`src/rtl/skh32_pkg.sv`:
```
// shared types, constants and mixing functions for the short-key hash
package skh32_pkg;

  localparam logic [31:0] MUR_C1  = 32'hcc9e2d51;
  localparam logic [31:0] MUR_C2  = 32'h1b873593;
  localparam logic [31:0] MIX_M1  = 32'h85ebca6b;
  localparam logic [31:0] MIX_M2  = 32'hc2b2ae35;
  localparam logic [31:0] MUR_ADD = 32'he6546b64;

  localparam int unsigned ROT_X   = 17;
  localparam int unsigned ROT_ACC = 19;
  localparam int unsigned SEED_C  = 9;

  localparam logic [3:0] LEN_MIN = 4'd5;
  localparam logic [3:0] LEN_MAX = 4'd12;

  // edges from accepting an item to its result being shown on out_valid
  localparam int unsigned PIPE_LATENCY = 9;

  typedef struct packed {
    logic valid;
    logic err;
  } ctl_t;

  function automatic logic [31:0] rotr32(input logic [31:0] v, input int unsigned s);
    rotr32 = (v >> s) | (v << (32 - s));
  endfunction

  // accumulator half of the murmur combine step
  function automatic logic [31:0] mur_acc(input logic [31:0] acc, input logic [31:0] y);
    logic [31:0] r;
    r = rotr32(acc ^ y, ROT_ACC);
    mur_acc = (r << 2) + r + MUR_ADD;
  endfunction

endpackage

```
`src/rtl/skh32_fmix.sv`:
```
// murmur finalizer over two multiply stages, then the result register (zero on a length error)
module skh32_fmix (
  input  logic            clk,
  input  logic            rst_n,
  input  skh32_pkg::ctl_t in_ctl,
  input  logic [31:0]     h,
  output logic            out_valid,
  output logic [31:0]     out_hash_value,
  output logic            out_length_error
);

  skh32_pkg::ctl_t ctl1_r, ctl2_r;
  logic [31:0] f1_nxt, f1_r, f2_nxt, f2_r;
  logic        valid_r, err_r;
  logic [31:0] hash_nxt, hash_r;

  always_comb begin
    f1_nxt   = (h ^ (h >> 16)) * skh32_pkg::MIX_M1;
    f2_nxt   = (f1_r ^ (f1_r >> 13)) * skh32_pkg::MIX_M2;
    hash_nxt = ctl2_r.err ? 32'd0 : (f2_r ^ (f2_r >> 16));
  end

  always_ff @(posedge clk) begin
    if (!rst_n) begin
      ctl1_r  <= '0;
      ctl2_r  <= '0;
      valid_r <= 1'b0;
    end else begin
      ctl1_r  <= in_ctl;
      ctl2_r  <= ctl1_r;
      valid_r <= ctl2_r.valid;
    end
  end

  always_ff @(posedge clk) begin
    f1_r   <= f1_nxt;
    f2_r   <= f2_nxt;
    hash_r <= hash_nxt;
    err_r  <= ctl2_r.err;
  end

  assign out_valid        = valid_r;
  assign out_hash_value   = hash_r;
  assign out_length_error = err_r;

endmodule

```
`config.mk`:
```
export PLATFORM = sky130hd
export DESIGN_NAME = skh32_fmix
export DESIGN_NICKNAME = d
export VERILOG_FILES = /design/src/rtl/skh32_pkg.sv /design/src/rtl/skh32_fmix.sv
export SDC_FILE = /design/constraint.sdc
export NUM_CORES = 1
export LEC_CHECK = 0
export BUFFER_PORTS_ARGS = -buffer_cell sky130_fd_sc_hd__buf_2
export CORE_UTILIZATION = 37
export CTS_CLUSTER_SIZE = 8
export DETAILED_ROUTE_END_ITERATION = 7
export PLACE_DENSITY = 0.54
export SYNTH_ARGS = -nofsm -noshare
export SYNTH_HDL_FRONTEND = slang
export SYNTH_SLANG_ARGS = --single-unit
```
`constraint.sdc`:
```
create_clock -name clk -period 8 [get_ports clk]
set_clock_uncertainty 0.2 [all_clocks]
set_input_delay 0.8 -clock clk [delete_from_list [all_inputs] [get_ports clk]]
set_output_delay 0.8 -clock clk [all_outputs]
set_load 0.02 [all_outputs]
```
==> impl_metrics.toml <==
[logic_synthesis]
synth-adder-area-share_pct = 61.7
synth_area_leader_cell = "fa_1"
synth_cell_types = 57
synth_edf_count = 0
ys_warn_count = 0
synthTopCellsByCount = "624 x inv_1, 389 x fa_1, 373 x ha_1"
ys_seq_area_share_pct = 10.1
synth_top_family_by_area = "adder cells"
synth_top_flop_cell = "dfxtp_1"
synth-seq-cells = 102
synth-simple-area-share_pct = 3.45
synth-async-reset-ratio_pct = 0
muxShareOfSynthArea_pct = 0.0496
ys_top_cells_by_area = "fa_1 39%, ha_1 23%, inv_1 12%, dfxtp_1 10%, xnor2_1 5.5%"
netlist_instances = 1961
synthXorXnorAreaFrac_pct = 8.08
syn_avg_cell_area_sq_um = 10.3
netlist_area_sq_um = 20200
synth_top_area_share_pct = 38.6
synth_compound_area_share_pct = 4.79
yosysMostFrequentCell = "inv_1"
synth_nets = 2759

[worst_setup_path]
cpMostUsedCell = "fa_1"
path_cells = "xnor2_1 > inv_1 > nand2_1 > inv_1 > ha_1 > a21oi_1 > fa_1 > fa_1 > inv_1 > fa_1 > fa_1 > inv_1 > fa_1 > fa_1 > inv_1 > ha_1 > a2111oi_2 > nand3b_1 > o21ai_1 > a21boi_1 > a2111o_1 > a2111o_1 > o211ai_1"
cpPeakStageDelay_ps = 550
crit_type = "flip-flop to flip-flop"
cpMaxStageDelayCell = "xnor2_1"
cp.arrival_ps = 7620
start_kind = "flip-flop"
cp-end-kind = "flip-flop"
worstPathRequired_ps = 8080
critPathMaxFanout = 5

[cts]
numCtsBuffers = 9
clock-sinks = 102
h-tree-depth = 3
hold_buffers = 0
cts_root_buf = "clkbuf_16"
post-cts-setup-buffers = 0
clk_path_buf_depth = 2
cts_tree = "yes"
cts-resized-gates = 0
clkTransAtPathRegs_ps = 70
clk_latency_ps = 360

[sta]
drv_slew = 0
period_share_pct = 94.3
rsz0062_at_grt = "no"
setup_tns_ps = 0
fin_crit_ps = 7540
setup_violations = 0
finalHoldViolations = 0
worst_pin_slew_ps = 1110
setup_ws_ps = 460
clock.fmax_ghz = 0.133
relSlewSlack_pct = 25.6

[drt]
route.detailed.drc = 0
met2_length_um = 25000
top_layer_used = "met4"
firstDrtPassIters = 5
drt-initial-drc-count = 575
wl_per_cell_um = 18.7
viasPerCell = 4.63
drt_wl_total_um = 51800
ant_nets = 0
met3_length_um = 1920
wl_met1_um = 23700
vias = 12800

[layout]
fill_cells = 5344
final_layout_size_suffix_gt1_share_pct = 6.50
ff_latch_area_sq_um = 2040
multiInputGateArea_sq_um = 15800
syn2layout_area_growth_pct = 8.84
nNetsFinal = 2870
antenna_cells = 0
instances_no_fill = 2772

[flow_run]
max_cap_violations = 0

[grt]
globalRouteOverflowTotal = 0
first_global_vias = 14100
grt_antenna_before_repair = 0
grt_pass1_wl_um = 80700
grt_usage_pct = 19.5
grt_start_max_net_pins = 34

[place]
hpwl_um = 48200
pre_cts_ws_ps = 99.1
dp_cells = 2757
port_buffers = 69
globalplace.congestion = 0.933

[worst_hold_path]
hp-class = "flip-flop to flip-flop"

[die]
die-area_sq_um = 55500
num_io_pins = 70
core_sq_um = 53800
num_rows = 85
die_height_um = 236
die_w_um = 236
initial_core_util_pct = 37.5

[outcome]
status = "completed"
## logic make-up after synthesis
logic type / count (synthesis)
AOI/OAI and AO/OA: 145
buffers and inverters: 632
muxes: 1
and+or+nand+nor: 140
DFF: 102
xor gates and xnor gates: 179
adders and majority gates: 762
## routing by layer
layer | vias up | GRT usage [%]
met5 | - | 0
met4 | 0 | 5.11
met3 | 48 | 2.66
met2 | 213 | 33.4
met1 | 6437 | 25.7
li1 | 6139 | -
## through the flow
stage | area [sq um] | hold WS, ps | util, %
6_report | 22000 | 235 | 40.8
5_1_grt | 22000 | 275 | 40.8
4_1_cts | 21900 | 239 | 40.8
3_5_place_dp | 21600 | 219 | 40.2
3_3_place_gp | 21600 | 216 | 40.2
2_1_floorplan | 20200 | 185 | -
## critical path: cells and delay by family, from the launching register on
kind,cells,cell delay [ps]
flip-flops,1,350
adder cells (fa/ha/maj),8,3520
AND/OR/NAND/NOR,2,330
AO/OA/AOI/OAI,7,2090
XOR/XNOR,1,550
buffers and inverters,5,440
## area by class of cell
type	instances	area share (%)
Multi-Input combinational cell	1227	71.8
Clock inverter	6	0.365
Tap cell	696	3.97
Timing Repair Buffer	106	2.84
Clock buffer	9	1.03
Inverter	626	10.7
Sequential cell	102	9.30
## state kept, by name, summed over array words and instances (netlist names)
register	cells
out_hash_value	32
out_length_error	1
ctl1_r	2
f2_r	32
f1_r	32
out_valid	1
ctl2_r	2
## final timing paths
kind | cells past startpoint | end | slack [ps] | startpoint
setup / recovery | 23 | f2_r[31] | 460 | f1_r[18]
hold / removal | 1 | out_valid | 230 | ctl2_r[1]
setup reg to reg | 23 | f2_r[31] | 460 | f1_r[18]
hold reg to reg | 1 | out_valid | 230 | ctl2_r[1]
## cells in the final DEF (no fill, tap or decap), types with 8 or more instances in the layout
master     count
a21oi_1       47
ha_1         373
nand2_1       21
fa_1         389
a21o_1        20
o21ai_1        9
nand3_1        9
xnor2_1      126
dfxtp_1      102
o21ai_0       10
buf_4         37
nor3_1        11
buf_2         69
nor2_1        47
nor2b_1       19
and2_1         8
xor2_1        47
o211ai_1       8
clkbuf_16      9
o21a_1        12
inv_1        624
Power is not shown: default switching activity piles up to over one toggle a cycle in this logic, so the estimate is an artifact.
