<file path="src/rtl/skh32_pkg.sv">
// shared types, constants and mixing functions for the short-key hash
package skh32_pkg;

  localparam logic [31:0] MUR_C1  = 32'hcc9e2d51;
  localparam logic [31:0] MUR_C2  = 32'h1b873593;
  localparam logic [31:0] MIX_M1  = 32'h85ebca6b;
  localparam logic [31:0] MIX_M2  = 32'hc2b2ae35;
  localparam logic [31:0] MUR_ADD = 32'he6546b64;

  localparam int unsigned ROT_X   = 17;
  localparam int unsigned ROT_ACC = 19;
  localparam int unsigned SEED_C  = 9;

  localparam logic [3:0] LEN_MIN = 4'd5;
  localparam logic [3:0] LEN_MAX = 4'd12;

  // edges from accepting an item to its result being shown on out_valid
  localparam int unsigned PIPE_LATENCY = 9;

  typedef struct packed {
    logic valid;
    logic err;
  } ctl_t;

  function automatic logic [31:0] rotr32(input logic [31:0] v, input int unsigned s);
    rotr32 = (v >> s) | (v << (32 - s));
  endfunction

  // accumulator half of the murmur combine step
  function automatic logic [31:0] mur_acc(input logic [31:0] acc, input logic [31:0] y);
    logic [31:0] r;
    r = rotr32(acc ^ y, ROT_ACC);
    mur_acc = (r << 2) + r + MUR_ADD;
  endfunction

endpackage

</file>
<file path="src/rtl/skh32_mix.sv">
// pre-scramble multiplies, then three chained murmur combine steps (shift and add)
module skh32_mix (
  input  logic            clk,
  input  logic            rst_n,
  input  skh32_pkg::ctl_t in_ctl,
  input  logic [31:0]     a,
  input  logic [31:0]     b,
  input  logic [31:0]     c,
  input  logic [31:0]     d,
  output skh32_pkg::ctl_t out_ctl,
  output logic [31:0]     h
);

  skh32_pkg::ctl_t ctl1_r, ctl2_r, ctl3_r, ctl4_r, ctl5_r;
  logic [31:0] xa_nxt, xb_nxt, xc_nxt, xa_r, xb_r, xc_r, d1_r;
  logic [31:0] ya_nxt, yb_nxt, yc_nxt, ya_r, yb_r, yc_r, d2_r;
  logic [31:0] h1_nxt, h1_r, yb3_r, yc3_r;
  logic [31:0] h2_nxt, h2_r, yc4_r;
  logic [31:0] h3_nxt, h3_r;

  // the three key words are pre-scrambled side by side, then folded in one by one
  always_comb begin
    xa_nxt = a * skh32_pkg::MUR_C1;
    xb_nxt = b * skh32_pkg::MUR_C1;
    xc_nxt = c * skh32_pkg::MUR_C1;
    ya_nxt = skh32_pkg::rotr32(xa_r, skh32_pkg::ROT_X) * skh32_pkg::MUR_C2;
    yb_nxt = skh32_pkg::rotr32(xb_r, skh32_pkg::ROT_X) * skh32_pkg::MUR_C2;
    yc_nxt = skh32_pkg::rotr32(xc_r, skh32_pkg::ROT_X) * skh32_pkg::MUR_C2;
    h1_nxt = skh32_pkg::mur_acc(d2_r, ya_r);
    h2_nxt = skh32_pkg::mur_acc(h1_r, yb3_r);
    h3_nxt = skh32_pkg::mur_acc(h2_r, yc4_r);
  end

  always_ff @(posedge clk) begin
    if (!rst_n) begin
      ctl1_r <= '0;
      ctl2_r <= '0;
      ctl3_r <= '0;
      ctl4_r <= '0;
      ctl5_r <= '0;
    end else begin
      ctl1_r <= in_ctl;
      ctl2_r <= ctl1_r;
      ctl3_r <= ctl2_r;
      ctl4_r <= ctl3_r;
      ctl5_r <= ctl4_r;
    end
  end

  always_ff @(posedge clk) begin
    xa_r  <= xa_nxt;
    xb_r  <= xb_nxt;
    xc_r  <= xc_nxt;
    d1_r  <= d;
    ya_r  <= ya_nxt;
    yb_r  <= yb_nxt;
    yc_r  <= yc_nxt;
    d2_r  <= d1_r;
    h1_r  <= h1_nxt;
    yb3_r <= yb_r;
    yc3_r <= yc_r;
    h2_r  <= h2_nxt;
    yc4_r <= yc3_r;
    h3_r  <= h3_nxt;
  end

  assign out_ctl = ctl5_r;
  assign h       = h3_r;

endmodule

</file>
<file path="config.mk">
export PLATFORM = sky130hd
export DESIGN_NAME = skh32_mix
export DESIGN_NICKNAME = d
export VERILOG_FILES = /design/src/rtl/skh32_pkg.sv /design/src/rtl/skh32_mix.sv
export SDC_FILE = /design/constraint.sdc
export NUM_CORES = 2
export LEC_CHECK = 0
export BUFFER_PORTS_ARGS = -buffer_cell sky130_fd_sc_hd__buf_4
export CAP_MARGIN = 10
export CORE_MARGIN = 8
export CORE_UTILIZATION = 44
export CTS_BUF_LIST = sky130_fd_sc_hd__clkbuf_4
export DETAILED_ROUTE_END_ITERATION = 8
export HOLD_SLACK_MARGIN = 0.02
export PLACE_DENSITY = 0.63
export SLEW_MARGIN = 10
export SYNTH_ARGS = -nofsm -noshare
export SYNTH_HDL_FRONTEND = slang
export SYNTH_SLANG_ARGS = --single-unit
</file>
<file path="constraint.sdc">
create_clock -name clk -period 9 [get_ports clk]
set_input_delay 0.9 -clock clk [delete_from_list [all_inputs] [get_ports clk]]
set_output_delay 0.9 -clock clk [all_outputs]
set_load 0.005 [all_outputs]
</file>
==> impl_metrics.csv <==
group,metric,value,unit
clock_tree,cts_buffer_depth,3,
logic_synthesis,synth.area.mux_share,0.0336,%
floorplanning,dieArea,156000,um^2
timing,slew_headroom,46.5,%
outcome,outcome,"finished clean",
setup_path,cpLargestDelayFamily,"adder cells",
timing,skew,0.0930,ns
timing,worst_slew_pin_slew,0.797,ns
setup_path,end_kind,"flip-flop",
logic_synthesis,yosys.area.top_type_share,30.7,%
grt,overflow,0,
timing,finalSetupTns,0,ns
logic_synthesis,yosys_warnings,0,
grt,grt_pass1_wl,232000,um
clock_tree,cts_num_sinks,458,
setup_path,crit_chain,"ha_1 -> fa_1 -> ha_1 -> inv_1 -> fa_1 -> inv_1 -> fa_1 -> inv_1 -> fa_1 -> inv_1 -> fa_1 -> inv_1 -> fa_1 -> inv_1 -> ha_1 -> a21oi_1 -> o21ai_0 -> a221o_1 -> o31a_1 -> or4_4 -> a31o_1 -> o41ai_2 -> xnor2_1",
route,ant_nets,0,
route,drc,0,
clock_tree,clkTransAtPathRegs,0.07,ns
grt,grt_max_degree,18,
setup_path,rrSetupSlack,1.99,ns
logic_synthesis,synth-simple-area-share,3.33,%
route,vias,40300,
place,gp_congestion,0.905,
floorplanning,start_util,44.2,%
logic_synthesis,synth_top_family_by_area,"adder cells",
logic_synthesis,synth_cell_types,67,
timing,fin_crit_sh,77.9,%
logic_synthesis,synthAdderAreaFrac,57.7,%
setup_path,path_class,"flip-flop to flip-flop",
timing,hold_viol,0,
clock_tree,cts.htree.levels,3,
logic_synthesis,synth_xor_area_share,7.62,%
logic_synthesis,synth-edff-count,0,
grt,antenna_found_initial,3,
logic_synthesis,syn-num-nets,8646,
floorplanning,ioPinCount,166,
logic_synthesis,netlist_top_cells_area,"fa_1, ha_1, dfxtp_1, inv_1, xnor2_1",
setup_path,cp_max_fo,11,
clock_tree,root_buffer,"clkbuf_4",
final_layout,fin_cells,8490,
place,dpl.cell_count,8250,
timing,drv_slew,0,
setup_path,slowest_stage,"dfxtp_1",
run,drv_cap,0,
logic_synthesis,synth-main-ff-cell,"dfxtp_1",
timing,setup_violations,0,
route,routed_wl,143000,um
route,vias_per_cell,4.74,
logic_synthesis,synthArstFlopShare,0,%
final_layout,fin_nets,8960,
logic_synthesis,ys_ff_latch,458,
setup_path,cp_num_buf_inv,6,
clock_tree,clk_latency,1.01,ns
floorplanning,die_w,395,um
place,io_buffer_count,165,
grt,gr-usage-all-layers,18.5,%
logic_synthesis,netlist_instances,6182,
floorplanning,rows,139,
route,first_pass_iters,5,
logic_synthesis,seq_area_frac_synth,14.5,%
timing,max_freq,0.143,GHz
min_path,hp-class,"input pin to flip-flop",
timing,rsz0062_at_grt,"no",
setup_path,critPathMaxStageDelay,0.75,ns
logic_synthesis,synth_commonest_cells,"inv_1, ha_1, fa_1",
clock_tree,numCtsBuffers,112,
logic_synthesis,synth_compound_area_share,5.92,%
place,place_hpwl,126000,um
timing,fin_crit,7.01,ns
final_layout,layout-drive-gt1-share,5.68,%
logic_synthesis,synth_top_area_cell,"fa_1",
route,wl_per_cell,16.9,um
clock_tree,cts_tree,"yes",
logic_synthesis,post-synth-top-count-cell,"inv_1",
logic_synthesis,avgSynthCellArea,10.2,um^2
route,drt-initial-drc-count,1522,
grt,grt_pass1_vias,43800,
setup_path,startpoint_type,"flip-flop",
floorplanning,core,143000,um^2
setup_path,cp.arrival,7.88,ns
setup_path,cp.required,9.87,ns
logic_synthesis,syn-cell-area,63200,um^2
floorplanning,die_h,395,um
final_layout,syn_to_final_growth,8.69,%
[cell families (layout without fill, tap and decap cells)]
family	Yosys count	in the layout
AND/OR/NAND/NOR	425	425
other	0	3
adder cells (fa/ha/maj)	2332	2332
flip-flops	458	458
multiplexers	2	2
XOR/XNOR	549	549
buffers and inverters	1844	2246
AO/OA/AOI/OAI	572	572
[layer usage]
metal,track usage [%],part of all wire [%],vias up,routed length [um]
li1,-,-,19800,-
met1,25.0,47,19600,66700
met2,31.1,47,659,67200
met3,2.50,3.6,208,5140
met4,5.51,3.0,0,4240
met5,0,0,-,0
[per-stage QoR]
stage | setup WS, ns | instance area (um^2) | hold slack [ns] | utilization [%]
6_report | 1.99 | 68700 | 0.179 | 48.0
2_1_floorplan | 2.22 | 63200 | 0.310 | -
3_3_place_gp | 1.60 | 66900 | 0.311 | 46.7
3_5_place_dp | 1.54 | 66900 | 0.312 | 46.7
4_1_cts | 2.01 | 68700 | 0.0215 | 48.0
5_1_grt | 1.68 | 68700 | 0.0650 | 48.0
[state kept, by name (all words and copies together), names as in the netlist]
signal and cells:
ctl1_r 2, ctl2_r 2, ctl3_r 2, ctl4_r 2
d1_r 32, d2_r 32, h 32, h1_r 32
h2_r 32, out_ctl 2, xa_r 32, xb_r 32
xc_r 32, ya_r 32, yb3_r 32, yb_r 32
yc3_r 32, yc4_r 32, yc_r 32
[worst register-to-register path, delay by kind of cell (launching register included)]
family                   cells  cell delay [ns]
adder cells (fa/ha/maj)      9             3.82
AO/OA/AOI/OAI                6             1.50
flip-flops                   1             0.75
AND/OR/NAND/NOR              1             0.44
buffers and inverters        6             0.30
XOR/XNOR                     1             0.15
[placed cells by master (no fill, tap or decap), types with 13 or more instances in the layout]
master,instances
inv_1,1844
ha_1,1362
fa_1,970
dfxtp_1,458
xnor2_1,377
a21oi_1,171
xor2_1,171
buf_4,165
clkbuf_4,146
nor2_1,113
a21o_1,102
nand2_1,91
o21ai_0,82
nor3_1,35
o21a_1,35
dlygate4sd3_1,35
o21bai_1,33
nand3_1,29
and2_1,29
nand2b_1,27
a31oi_1,26
and3_1,25
clkinv_1,25
nor2b_1,21
clkinv_2,20
or3_1,17
o31ai_1,15
a211oi_1,15
o211ai_1,13
[final cells by class]
class	count	area, um^2
Inverter	1844	6920
Clock buffer	146	1100
Clock inverter	56	420
Timing Repair Buffer	200	1590
Antenna cell	3	7.51
Multi-Input combinational cell	3880	47200
Tap cell	1903	2380
Sequential cell	458	9170
Fill cell	13400	74400
[path summary, 6_finish.rpt]
check / startpoint / end / cells past startpoint
worst max-delay path: xc_r[23]$_DFF_P_ / yc_r[30]$_DFF_P_ / 23
worst min register to register: yb_r[13]$_DFF_P_ / yb3_r[13]$_DFF_P_ / 0
worst max register to register: xc_r[23]$_DFF_P_ / yc_r[30]$_DFF_P_ / 23
worst min-delay path: c[3] / xc_r[3]$_DFF_P_ / 1
[timing repair]
action,4_1_cts,5_1_grt
buffers inserted,0,0
hold buffers,35,0
endpoints found under the hold margin,42,0
resized for setup,0,0
Power is not shown: default switching activity piles up to over one toggle a cycle in this logic, so the estimate is an artifact.
