==> src/rtl/skh32_pkg.sv <==
// shared types, constants and mixing functions for the short-key hash
package skh32_pkg;

  localparam logic [31:0] MUR_C1  = 32'hcc9e2d51;
  localparam logic [31:0] MUR_C2  = 32'h1b873593;
  localparam logic [31:0] MIX_M1  = 32'h85ebca6b;
  localparam logic [31:0] MIX_M2  = 32'hc2b2ae35;
  localparam logic [31:0] MUR_ADD = 32'he6546b64;

  localparam int unsigned ROT_X   = 17;
  localparam int unsigned ROT_ACC = 19;
  localparam int unsigned SEED_C  = 9;

  localparam logic [3:0] LEN_MIN = 4'd5;
  localparam logic [3:0] LEN_MAX = 4'd12;

  // edges from accepting an item to its result being shown on out_valid
  localparam int unsigned PIPE_LATENCY = 9;

  typedef struct packed {
    logic valid;
    logic err;
  } ctl_t;

  function automatic logic [31:0] rotr32(input logic [31:0] v, input int unsigned s);
    rotr32 = (v >> s) | (v << (32 - s));
  endfunction

  // accumulator half of the murmur combine step
  function automatic logic [31:0] mur_acc(input logic [31:0] acc, input logic [31:0] y);
    logic [31:0] r;
    r = rotr32(acc ^ y, ROT_ACC);
    mur_acc = (r << 2) + r + MUR_ADD;
  endfunction

endpackage

==> src/rtl/skh32_load.sv <==
// input register stage: length check, word selection and seed add
module skh32_load (
  input  logic                clk,
  input  logic                rst_n,
  input  logic                take,
  input  logic [63:0]         key_low,
  input  logic [31:0]         key_high,
  input  logic [3:0]          key_length,
  output skh32_pkg::ctl_t     ctl,
  output logic [31:0]         a,
  output logic [31:0]         b,
  output logic [31:0]         c,
  output logic [31:0]         d
);

  logic [95:0]     key;
  logic            err;
  logic [3:0]      off_b;
  logic [3:0]      off_c;
  logic [6:0]      len5;
  skh32_pkg::ctl_t ctl_nxt, ctl_r;
  logic [31:0]     a_nxt, b_nxt, c_nxt, d_nxt;
  logic [31:0]     a_r, b_r, c_r, d_r;

  assign key = {key_high, key_low};

  always_comb begin
    err = !(key_length inside {[skh32_pkg::LEN_MIN:skh32_pkg::LEN_MAX]});
    // keep the part-select in range on a bad length, result is zeroed later
    off_b = err ? 4'd0 : 4'(key_length - 4'd4);
    off_c = key_length[3] ? 4'd4 : 4'd0;
    len5  = 7'({3'b000, key_length} << 2) + 7'(key_length);
    a_nxt = 32'(key_length) + key[0 +: 32];
    b_nxt = 32'(len5) + key[{off_b, 3'b000} +: 32];
    c_nxt = 32'(skh32_pkg::SEED_C) + key[{off_c, 3'b000} +: 32];
    d_nxt = 32'(len5);
    ctl_nxt.valid = take;
    ctl_nxt.err   = err;
  end

  always_ff @(posedge clk) begin
    if (!rst_n) begin
      ctl_r <= '0;
    end else begin
      ctl_r <= ctl_nxt;
    end
  end

  always_ff @(posedge clk) begin
    a_r <= a_nxt;
    b_r <= b_nxt;
    c_r <= c_nxt;
    d_r <= d_nxt;
  end

  assign ctl = ctl_r;
  assign a   = a_r;
  assign b   = b_r;
  assign c   = c_r;
  assign d   = d_r;

endmodule

==> config.mk <==
export PLATFORM = sky130hd
export DESIGN_NAME = skh32_load
export DESIGN_NICKNAME = d
export VERILOG_FILES = /design/src/rtl/skh32_pkg.sv /design/src/rtl/skh32_load.sv
export SDC_FILE = /design/constraint.sdc
export NUM_CORES = 1
export LEC_CHECK = 0
export BUFFER_PORTS_ARGS = -buffer_cell sky130_fd_sc_hd__buf_2
export CAP_MARGIN = 30
export CELL_PAD_IN_SITES_DETAIL_PLACEMENT = 1
export CELL_PAD_IN_SITES_GLOBAL_PLACEMENT = 1
export CORE_MARGIN = 2
export CORE_UTILIZATION = 40
export CTS_BUF_LIST = sky130_fd_sc_hd__clkbuf_4
export CTS_CLUSTER_SIZE = 12
export DETAILED_ROUTE_END_ITERATION = 7
export PLACE_DENSITY_LB_ADDON = 0.1
export SLEW_MARGIN = 20
export SYNTH_ARGS = -nofsm -noshare
export SYNTH_HDL_FRONTEND = slang
export SYNTH_SLANG_ARGS = --single-unit
==> constraint.sdc <==
create_clock -name clk -period 8.57 [get_ports clk]
set_input_delay 1.2855 -clock clk [delete_from_list [all_inputs] [get_ports clk]]
set_output_delay 1.2855 -clock clk [all_outputs]
set_load 0.01 [all_outputs]
==> summary.md, run 1 <==
| Metric | Value |
|---|---|
| Status | `finished clean` |
| Via count | `8580` |
| First-pass GRT wire length | `51.2 mm` |
| Max-Cap Viols | `0` |
| Worst stage delay on the critical path | `630 ps` |
| DP Wirelength | `25.9 mm` |
| CTS max path bufs | `2` |
| Initial antenna violation count | `1` |
| TritonCTS Sinks | `105` |
| Placer Congestion | `0.951` |
| Met2 WL | `15.3 mm` |
| Pins over their slew limit | `0` |
| Initial detailed-routing violation count | `694` |
| Die extent in x | `146 µm` |
| Largest net degree at the start of global routing | `68` |
| CP Launch Point | `key_length[3]` |
| Initial Utilization | `40.4%` |
| Cells after Synth | `982` |
| GRT Total Usage | `31.1%` |
| Routed WL per cell | `23.8 µm` |
| Worst slew pin tran | `1010 ps` |
| Worst EP required | `9020 ps` |
| Clock tree root driver cell | `clkbuf_4` |
| I/O Buffers | `207` |
| Post-synth cell types | `82` |
| Setup TNS | `0 ps` |
| DR WL met3 | `2.43 mm` |
| Drt via density | `6.06` |
| Cts bufs inserted | `9` |
| Crit Path Category | `input pin to register` |
| RSZ-0062 raised after global routing | `no` |
| Synth warnings | `0` |
| P&R area growth vs syn | `14.7%` |
| Uppermost layer routed | `met4` |
| Critical Path Start Type | `input pin` |
| Final ANT Viol Nets | `0` |
| Slowest stage cell, crit path | `buf_4` |
| GRT overflow | `0` |
| Final Net Count | `1263` |
| Fraction of registers with async set/reset | `0%` |
| CTS tree | `yes` |
| CP max FO | `67` |
| Power Density | `153 nW/µm²` |
| Chip height | `146 µm` |
| # rows | `52` |
| Seq cells post-synth | `105` |
| Share of cells above drive strength 1 | `25.7%` |
| Register area share after synthesis | `25.9%` |
| Die area | `21400 µm²` |
| Critical path destination | `b[30]$_DFF_P_` |
| Worst-path cell chain | `buf_2, buf_4, ha_1, o21bai_2, buf_4, o21ai_0, and3_1, a41oi_1, o2111ai_1, o221ai_1, ha_1, inv_1, fa_1, nor2b_1, o21ai_0, a21boi_0, o21ai_0, a21boi_0, o2111ai_1, buf_2, nor4_2, xor2_1` |
| Count of final hold-check violations | `0` |
| Number of global-route vias before repair | `8317` |
| Wl on met1 | `14.7 mm` |
| # hold bufs at CTS | `0` |
| Post-CTS setup buffer count | `0` |
| Most used DFF post-synth | `dfxtp_1` |
| Critical Path End Type | `register` |
| Io pins | `233` |
| Clk slew on worst S/H paths | `190 ps` |
| Post-synth EDFFs | `0` |
| Most frequent cell on the critical path | `o21ai_0` |
| Arrival @ worst endpoint | `6810 ps` |
| Minimum clock period | `6360 ps` |
| Post-Syn Area per Cell | `8.25 µm²` |
| WL final | `33.7 mm` |
| CTS resizes | `0` |
| Fmax | `157 MHz` |
| Worst hold slack | `967 ps` |
| First-pass DRT Iterations | `5` |
| Slew HR | `32.4%` |
| Final period util | `74.2%` |
| P_leak | `0.00401 µW` |
| Max VDD drop | `89.2 µV` |
| Placeable Area | `20000 µm²` |
| Htree depth | `3` |
| Post-synthesis instance area | `8110 µm²` |
| Remaining DRCs | `0` |
| Min-Delay Path Class | `input pin to register` |
| Final Setup Violations | `0` |
-- layer usage --
| layer | up-vias | track usage (%) |
|---|---|---|
| met5 | - | 0 |
| met3 | 66 | 5.47 |
| met4 | 0 | 11.7 |
| met2 | 367 | 49.5 |
| met1 | 4243 | 42.1 |
| li1 | 3904 | - |
-- power breakdown --
group	internal [µW]	switching [µW]	leakage, µW
logic	213	367	0.00305
clock network	72.5	200	0.0000790
registers	557	15.6	0.000885
-- registers in the layout, indices dropped and copies added (netlist names) --
name and count:
c 32, a 32, d 7, ctl 2, b 32
-- cells in the mapped netlist, types with 10 or more instances --
library cell / instances / share of area, %
dfxtp_1: 105 / 26
nand2_1: 97 / 4.5
nand3_1: 62 / 3.8
xnor2_1: 61 / 6.6
mux2i_1: 48 / 5.9
o21ai_0: 46 / 2.8
and3_1: 36 / 2.8
buf_4: 34 / 3.1
nor2_1: 34 / 1.6
a21oi_1: 33 / 2.0
clkbuf_1: 30 / 1.4
xor2_1: 29 / 3.1
buf_2: 26 / 1.6
a211oi_1: 25 / 2.3
a32oi_1: 22 / 2.4
inv_1: 22 / 1.0
a31oi_1: 19 / 1.5
ha_1: 16 / 2.5
mux2_2: 16 / 2.2
a221oi_1: 15 / 1.6
nand4_1: 12 / 0.93
nor2b_1: 11 / 0.85
nor3_1: 11 / 0.68
buf_1: 10 / 0.46
o211a_1: 10 / 1.2
o211ai_1: 10 / 0.93
-- cell families after synthesis --
kind of cell             count (synthesis)  synth area share, %
buffers and inverters                  128                 8.29
adder cells (fa/ha/maj)                 19                 3.21
XOR/XNOR                                90                 9.73
flip-flops                             105                 25.9
other                                    1               0.0463
AND/OR/NAND/NOR                        317                 20.7
multiplexers                            67                 8.57
AO/OA/AOI/OAI                          255                 23.6
-- layout make-up --
| type | instances | area (µm²) |
|---|---|---|
| tap | 270 | 338 |
| sequential | 105 | 2100 |
| inverter | 23 | 86.3 |
| antenna | 1 | 2.50 |
| fill | 2537 | 10700 |
| multi-input combinational | 773 | 5430 |
| clock buffer | 10 | 75.1 |
| clock inverter | 6 | 70.1 |
| timing repair buffer | 229 | 1200 |
-- cell usage in the layout, fill, tap and decap left out, drive strengths merged, types with 33 or more instances in the layout --
cell type  count
buf          229
nand2         97
xnor2         61
and3          36
mux2i         48
nand3         62
o21ai         47
a21oi         33
dfxtp        105
nor2          34
-- worst max-delay path: cells and delay by family --
kind | cells | cell delay, ps
AO/OA/AOI/OAI | 10 | 2170
XOR/XNOR | 1 | 170
adder cells (fa/ha/maj) | 3 | 960
buffers and inverters | 5 | 1570
AND/OR/NAND/NOR | 3 | 620
-- worst min-delay path by stage --
| stage | startpoint | to | slack (ps) | depth (start not counted) |
|---|---|---|---|---|
| floorplan | key_length[0] | d[0]$_DFF_P_ | 1310 | 0 |
| global placement | take | ctl[1]$_SDFF_PN0_ | 1490 | 2 |
| detailed placement | rst_n | ctl[0]$_SDFF_PN0_ | 1510 | 2 |
| CTS | take | ctl[1]$_SDFF_PN0_ | 950 | 2 |
| global route | take | ctl[1]$_SDFF_PN0_ | 960 | 2 |
| finish | take | ctl[1]$_SDFF_PN0_ | 970 | 2 |
-- per-stage QoR --
| stage | instances | cell area (µm²) | power, µW | utilization, % | worst slack (ps) |
|---|---|---|---|---|---|
| global route | 1417 | 9300 | 1510 | 46.4 | 1770 |
| floorplan | 1006 | 8200 | 937 | - | 2230 |
| CTS | 1416 | 9300 | 1430 | 46.4 | 2270 |
| finish | 1417 | 9300 | 1420 | 46.4 | 2210 |
| global placement | 1398 | 9140 | 1150 | 45.6 | 1800 |
| detailed placement | 1400 | 9150 | 1160 | 45.7 | 1720 |
No activity file was read; power rests on OpenSTA's default activity.
==> inputs of run 2 (changes only) <==
- ABC_AREA: not set -> 1
- CORE_UTILIZATION: 40 -> 37
- clock period: 8.57 -> 6 ns (I/O delays scaled with it)
==> run 2 against run 1 <==
Cell count increased by 25%. Non-clock buffer count decreased by 2. Clock power increased by 57%. Sequential share of layout area decreased by 0.26 points. Count of clock-buffer cells in the layout decreased by 1. Area after synthesis increased by 0.29%. Via count increased by 10%. Largest cell class unchanged.
==> summary.md, run 2 <==
| Metric | Value |
|---|---|
| Post-CTS setup buffer count | `0` |
| Internal | `1210 µW` |
| Fraction of registers with async set/reset | `0%` |
| Post-Syn Area per Cell | `6.24 µm²` |
| CTS max path bufs | `2` |
| # hold bufs at CTS | `0` |
| Cts bufs inserted | `9` |
| CTS tree | `yes` |
| Crit Path Category | `input pin to register` |
| Placeable Area | `21700 µm²` |
| I/O Buffers | `207` |
| Max VDD drop | `114 µV` |
| Seq cells post-synth | `105` |
| Dominant cell type by area after synthesis | `dfxtp_1` |
| Worst EP required | `6430 ps` |
| Final period util | `80.0%` |
| Critical Path End Type | `register` |
| Area share of the largest cell type after synthesis | `25.9%` |
| Max-Cap Viols | `0` |
| P_leak | `0.00485 µW` |
| DP Wirelength | `28.8 mm` |
| # rows | `54` |
| Count leader, synth | `nand2_1` |
| Post-synthesis instance area | `8130 µm²` |
| Setup TNS | `0 ps` |
| Critical Path Start Type | `input pin` |
| Slew HR | `47.9%` |
| Power Density | `226 nW/µm²` |
| Synth warnings | `0` |
| Remaining DRCs | `0` |
| Number of global-route vias before repair | `9354` |
| Clock tree root driver cell | `clkbuf_4` |
| Fill cell count | `3039` |
| Initial antenna violation count | `2` |
| Routed WL per cell | `20.2 µm` |
| Post-synth EDFFs | `0` |
| Final ANT Viol Nets | `0` |
| WL final | `35.7 mm` |
| Worst slew pin tran | `780 ps` |
| Net Sw Frac | `43.0%` |
| Final Setup Violations | `0` |
| Chip height | `152 µm` |
| TritonCTS Sinks | `105` |
| Clock share of power | `20.1%` |
| Most used DFF post-synth | `dfxtp_1` |
| Post-placement cell area | `9240 µm²` |
| Largest net degree at the start of global routing | `73` |
| Post-synth cell types | `41` |
| Final instance area | `9410 µm²` |
| Cells after DPL | `1747` |
| Htree depth | `3` |
| P&R area growth vs syn | `15.7%` |
| Commonest non-fill, non-tap cell in the layout | `nand2_1` |
| Arrival @ worst endpoint | `5240 ps` |
| GRT Total Usage | `30.4%` |
| Register area share after synthesis | `25.9%` |
| Reg power frac | `38.6%` |
| Status | `finished clean` |
| First-pass DRT Iterations | `5` |
| First-pass GRT wire length | `54.6 mm` |
| Count of final hold-check violations | `0` |
| Finished Layout Cells | `1765` |
| Minimum clock period | `4800 ps` |
| Initial detailed-routing violation count | `588` |
| CTS resizes | `0` |
| Commonest cells after routing, fill and taps aside | `373 x nand2_1, 207 x buf_2, 143 x inv_1` |
| Min-Delay Path Class | `input pin to register` |
| Cells after Synth | `1303` |
| RSZ-0062 raised after global routing | `no` |
| Io pins | `233` |
| GRT overflow | `0` |
| Final Net Count | `1600` |
| Die area | `23200 µm²` |
| Share of cells above drive strength 1 | `18.1%` |
| CP max FO | `72` |
| Gate power share | `41.2%` |
| Die extent in x | `152 µm` |
| Fmax | `208 MHz` |
| Placer Congestion | `0.971` |
| Placement Setup Slack | `763 ps` |
| Net switching power | `913 µW` |
| Clk slew on worst S/H paths | `190 ps` |
| Pins over their slew limit | `0` |
| Most common library cells after synthesis | `373 x nand2_1, 143 x inv_1, 141 x nand3_1, 120 x nor2_1, 105 x dfxtp_1` |
| Top cells by area, synth | `dfxtp_1 26%, nand2_1 17%, nand3_1 8.7%, xor2_1 6.7%, inv_1 6.6%` |
| Initial Utilization | `37.5%` |
| Drt via density | `5.35` |
| Slack of the critical path | `1200 ps` |
| Via count | `9434` |
run 2: per-layer routing:
metal / wire, µm / global-route usage [%] / share of wire [%] / up-vias
li1: - / - / - / 4522
met1: 16600 / 42.9 / 46 / 4521
met2: 16000 / 47.6 / 45 / 349
met3: 2500 / 5.97 / 7.0 / 42
met4: 669 / 7.74 / 1.9 / 0
met5: 0 / 0 / 0 / -
run 2: cell type report:
| class | count | area, µm² | share of cell area (%) |
|---|---|---|---|
| diodes | 2 | 5.00 | 0.0532 |
| well taps | 280 | 350 | 3.72 |
| inverters | 150 | 563 | 5.99 |
| multi-input cells | 985 | 5030 | 53.5 |
| clock inverters | 7 | 88.8 | 0.945 |
| clock buffers | 9 | 67.6 | 0.718 |
| flip-flops and latches | 105 | 2100 | 22.3 |
| repair buffers | 227 | 1200 | 12.7 |
run 2: worst max-delay path: stages:
cell and delay [ps]:
buf_2 120, inv_2 120, ha_1 190, o21ai_2 60, nand2_2 170, nand3_4 220
buf_12 280, nand2_1 100, nand2_1 70, o211ai_1 150, o221ai_1 150, o21ai_0 390
inv_1 120, fa_1 440, o21ai_0 360, a21oi_1 120, o21bai_1 250, nand2_1 80
nand2_1 60, nand2_1 150, nor2_1 260, nand3_1 190, o21ai_1 180, nand2_1 60
run 2: final timing paths:
path / start / end / cells past startpoint
max: key_length[3] / b[26]$_DFF_P_ / 24
min: take / ctl[1]$_SDFF_PN0_ / 3
run 2: kinds of logic (layout without fill, tap and decap cells):
kind of cell,Yosys count,in the layout,share of synthesized area [%]
xor+xnor,78,78,8.40
fa+ha+maj,19,19,3.20
flops,105,105,25.9
simple gates,750,750,40.7
buf+inv,237,393,13.5
compound gates,113,113,8.31
other cells,1,27,0.0461
run 2: power groups by stage:
stage	logic [µW]	clock network, µW	registers (µW)
6_report	876	428	820
5_1_grt	957	466	832
4_1_cts	867	447	822
3_5_place_dp	865	0	837
3_3_place_gp	856	0	835
2_1_floorplan	475	0	894
run 2: per-stage QoR:
step | power (µW) | utilization [%] | hold slack (ps)
6_report | 2120 | 43.4 | 544
5_1_grt | 2260 | 43.4 | 541
4_1_cts | 2140 | 43.3 | 510
3_5_place_dp | 1700 | 42.6 | 1080
3_3_place_gp | 1690 | 42.6 | 1080
2_1_floorplan | 1370 | - | 928
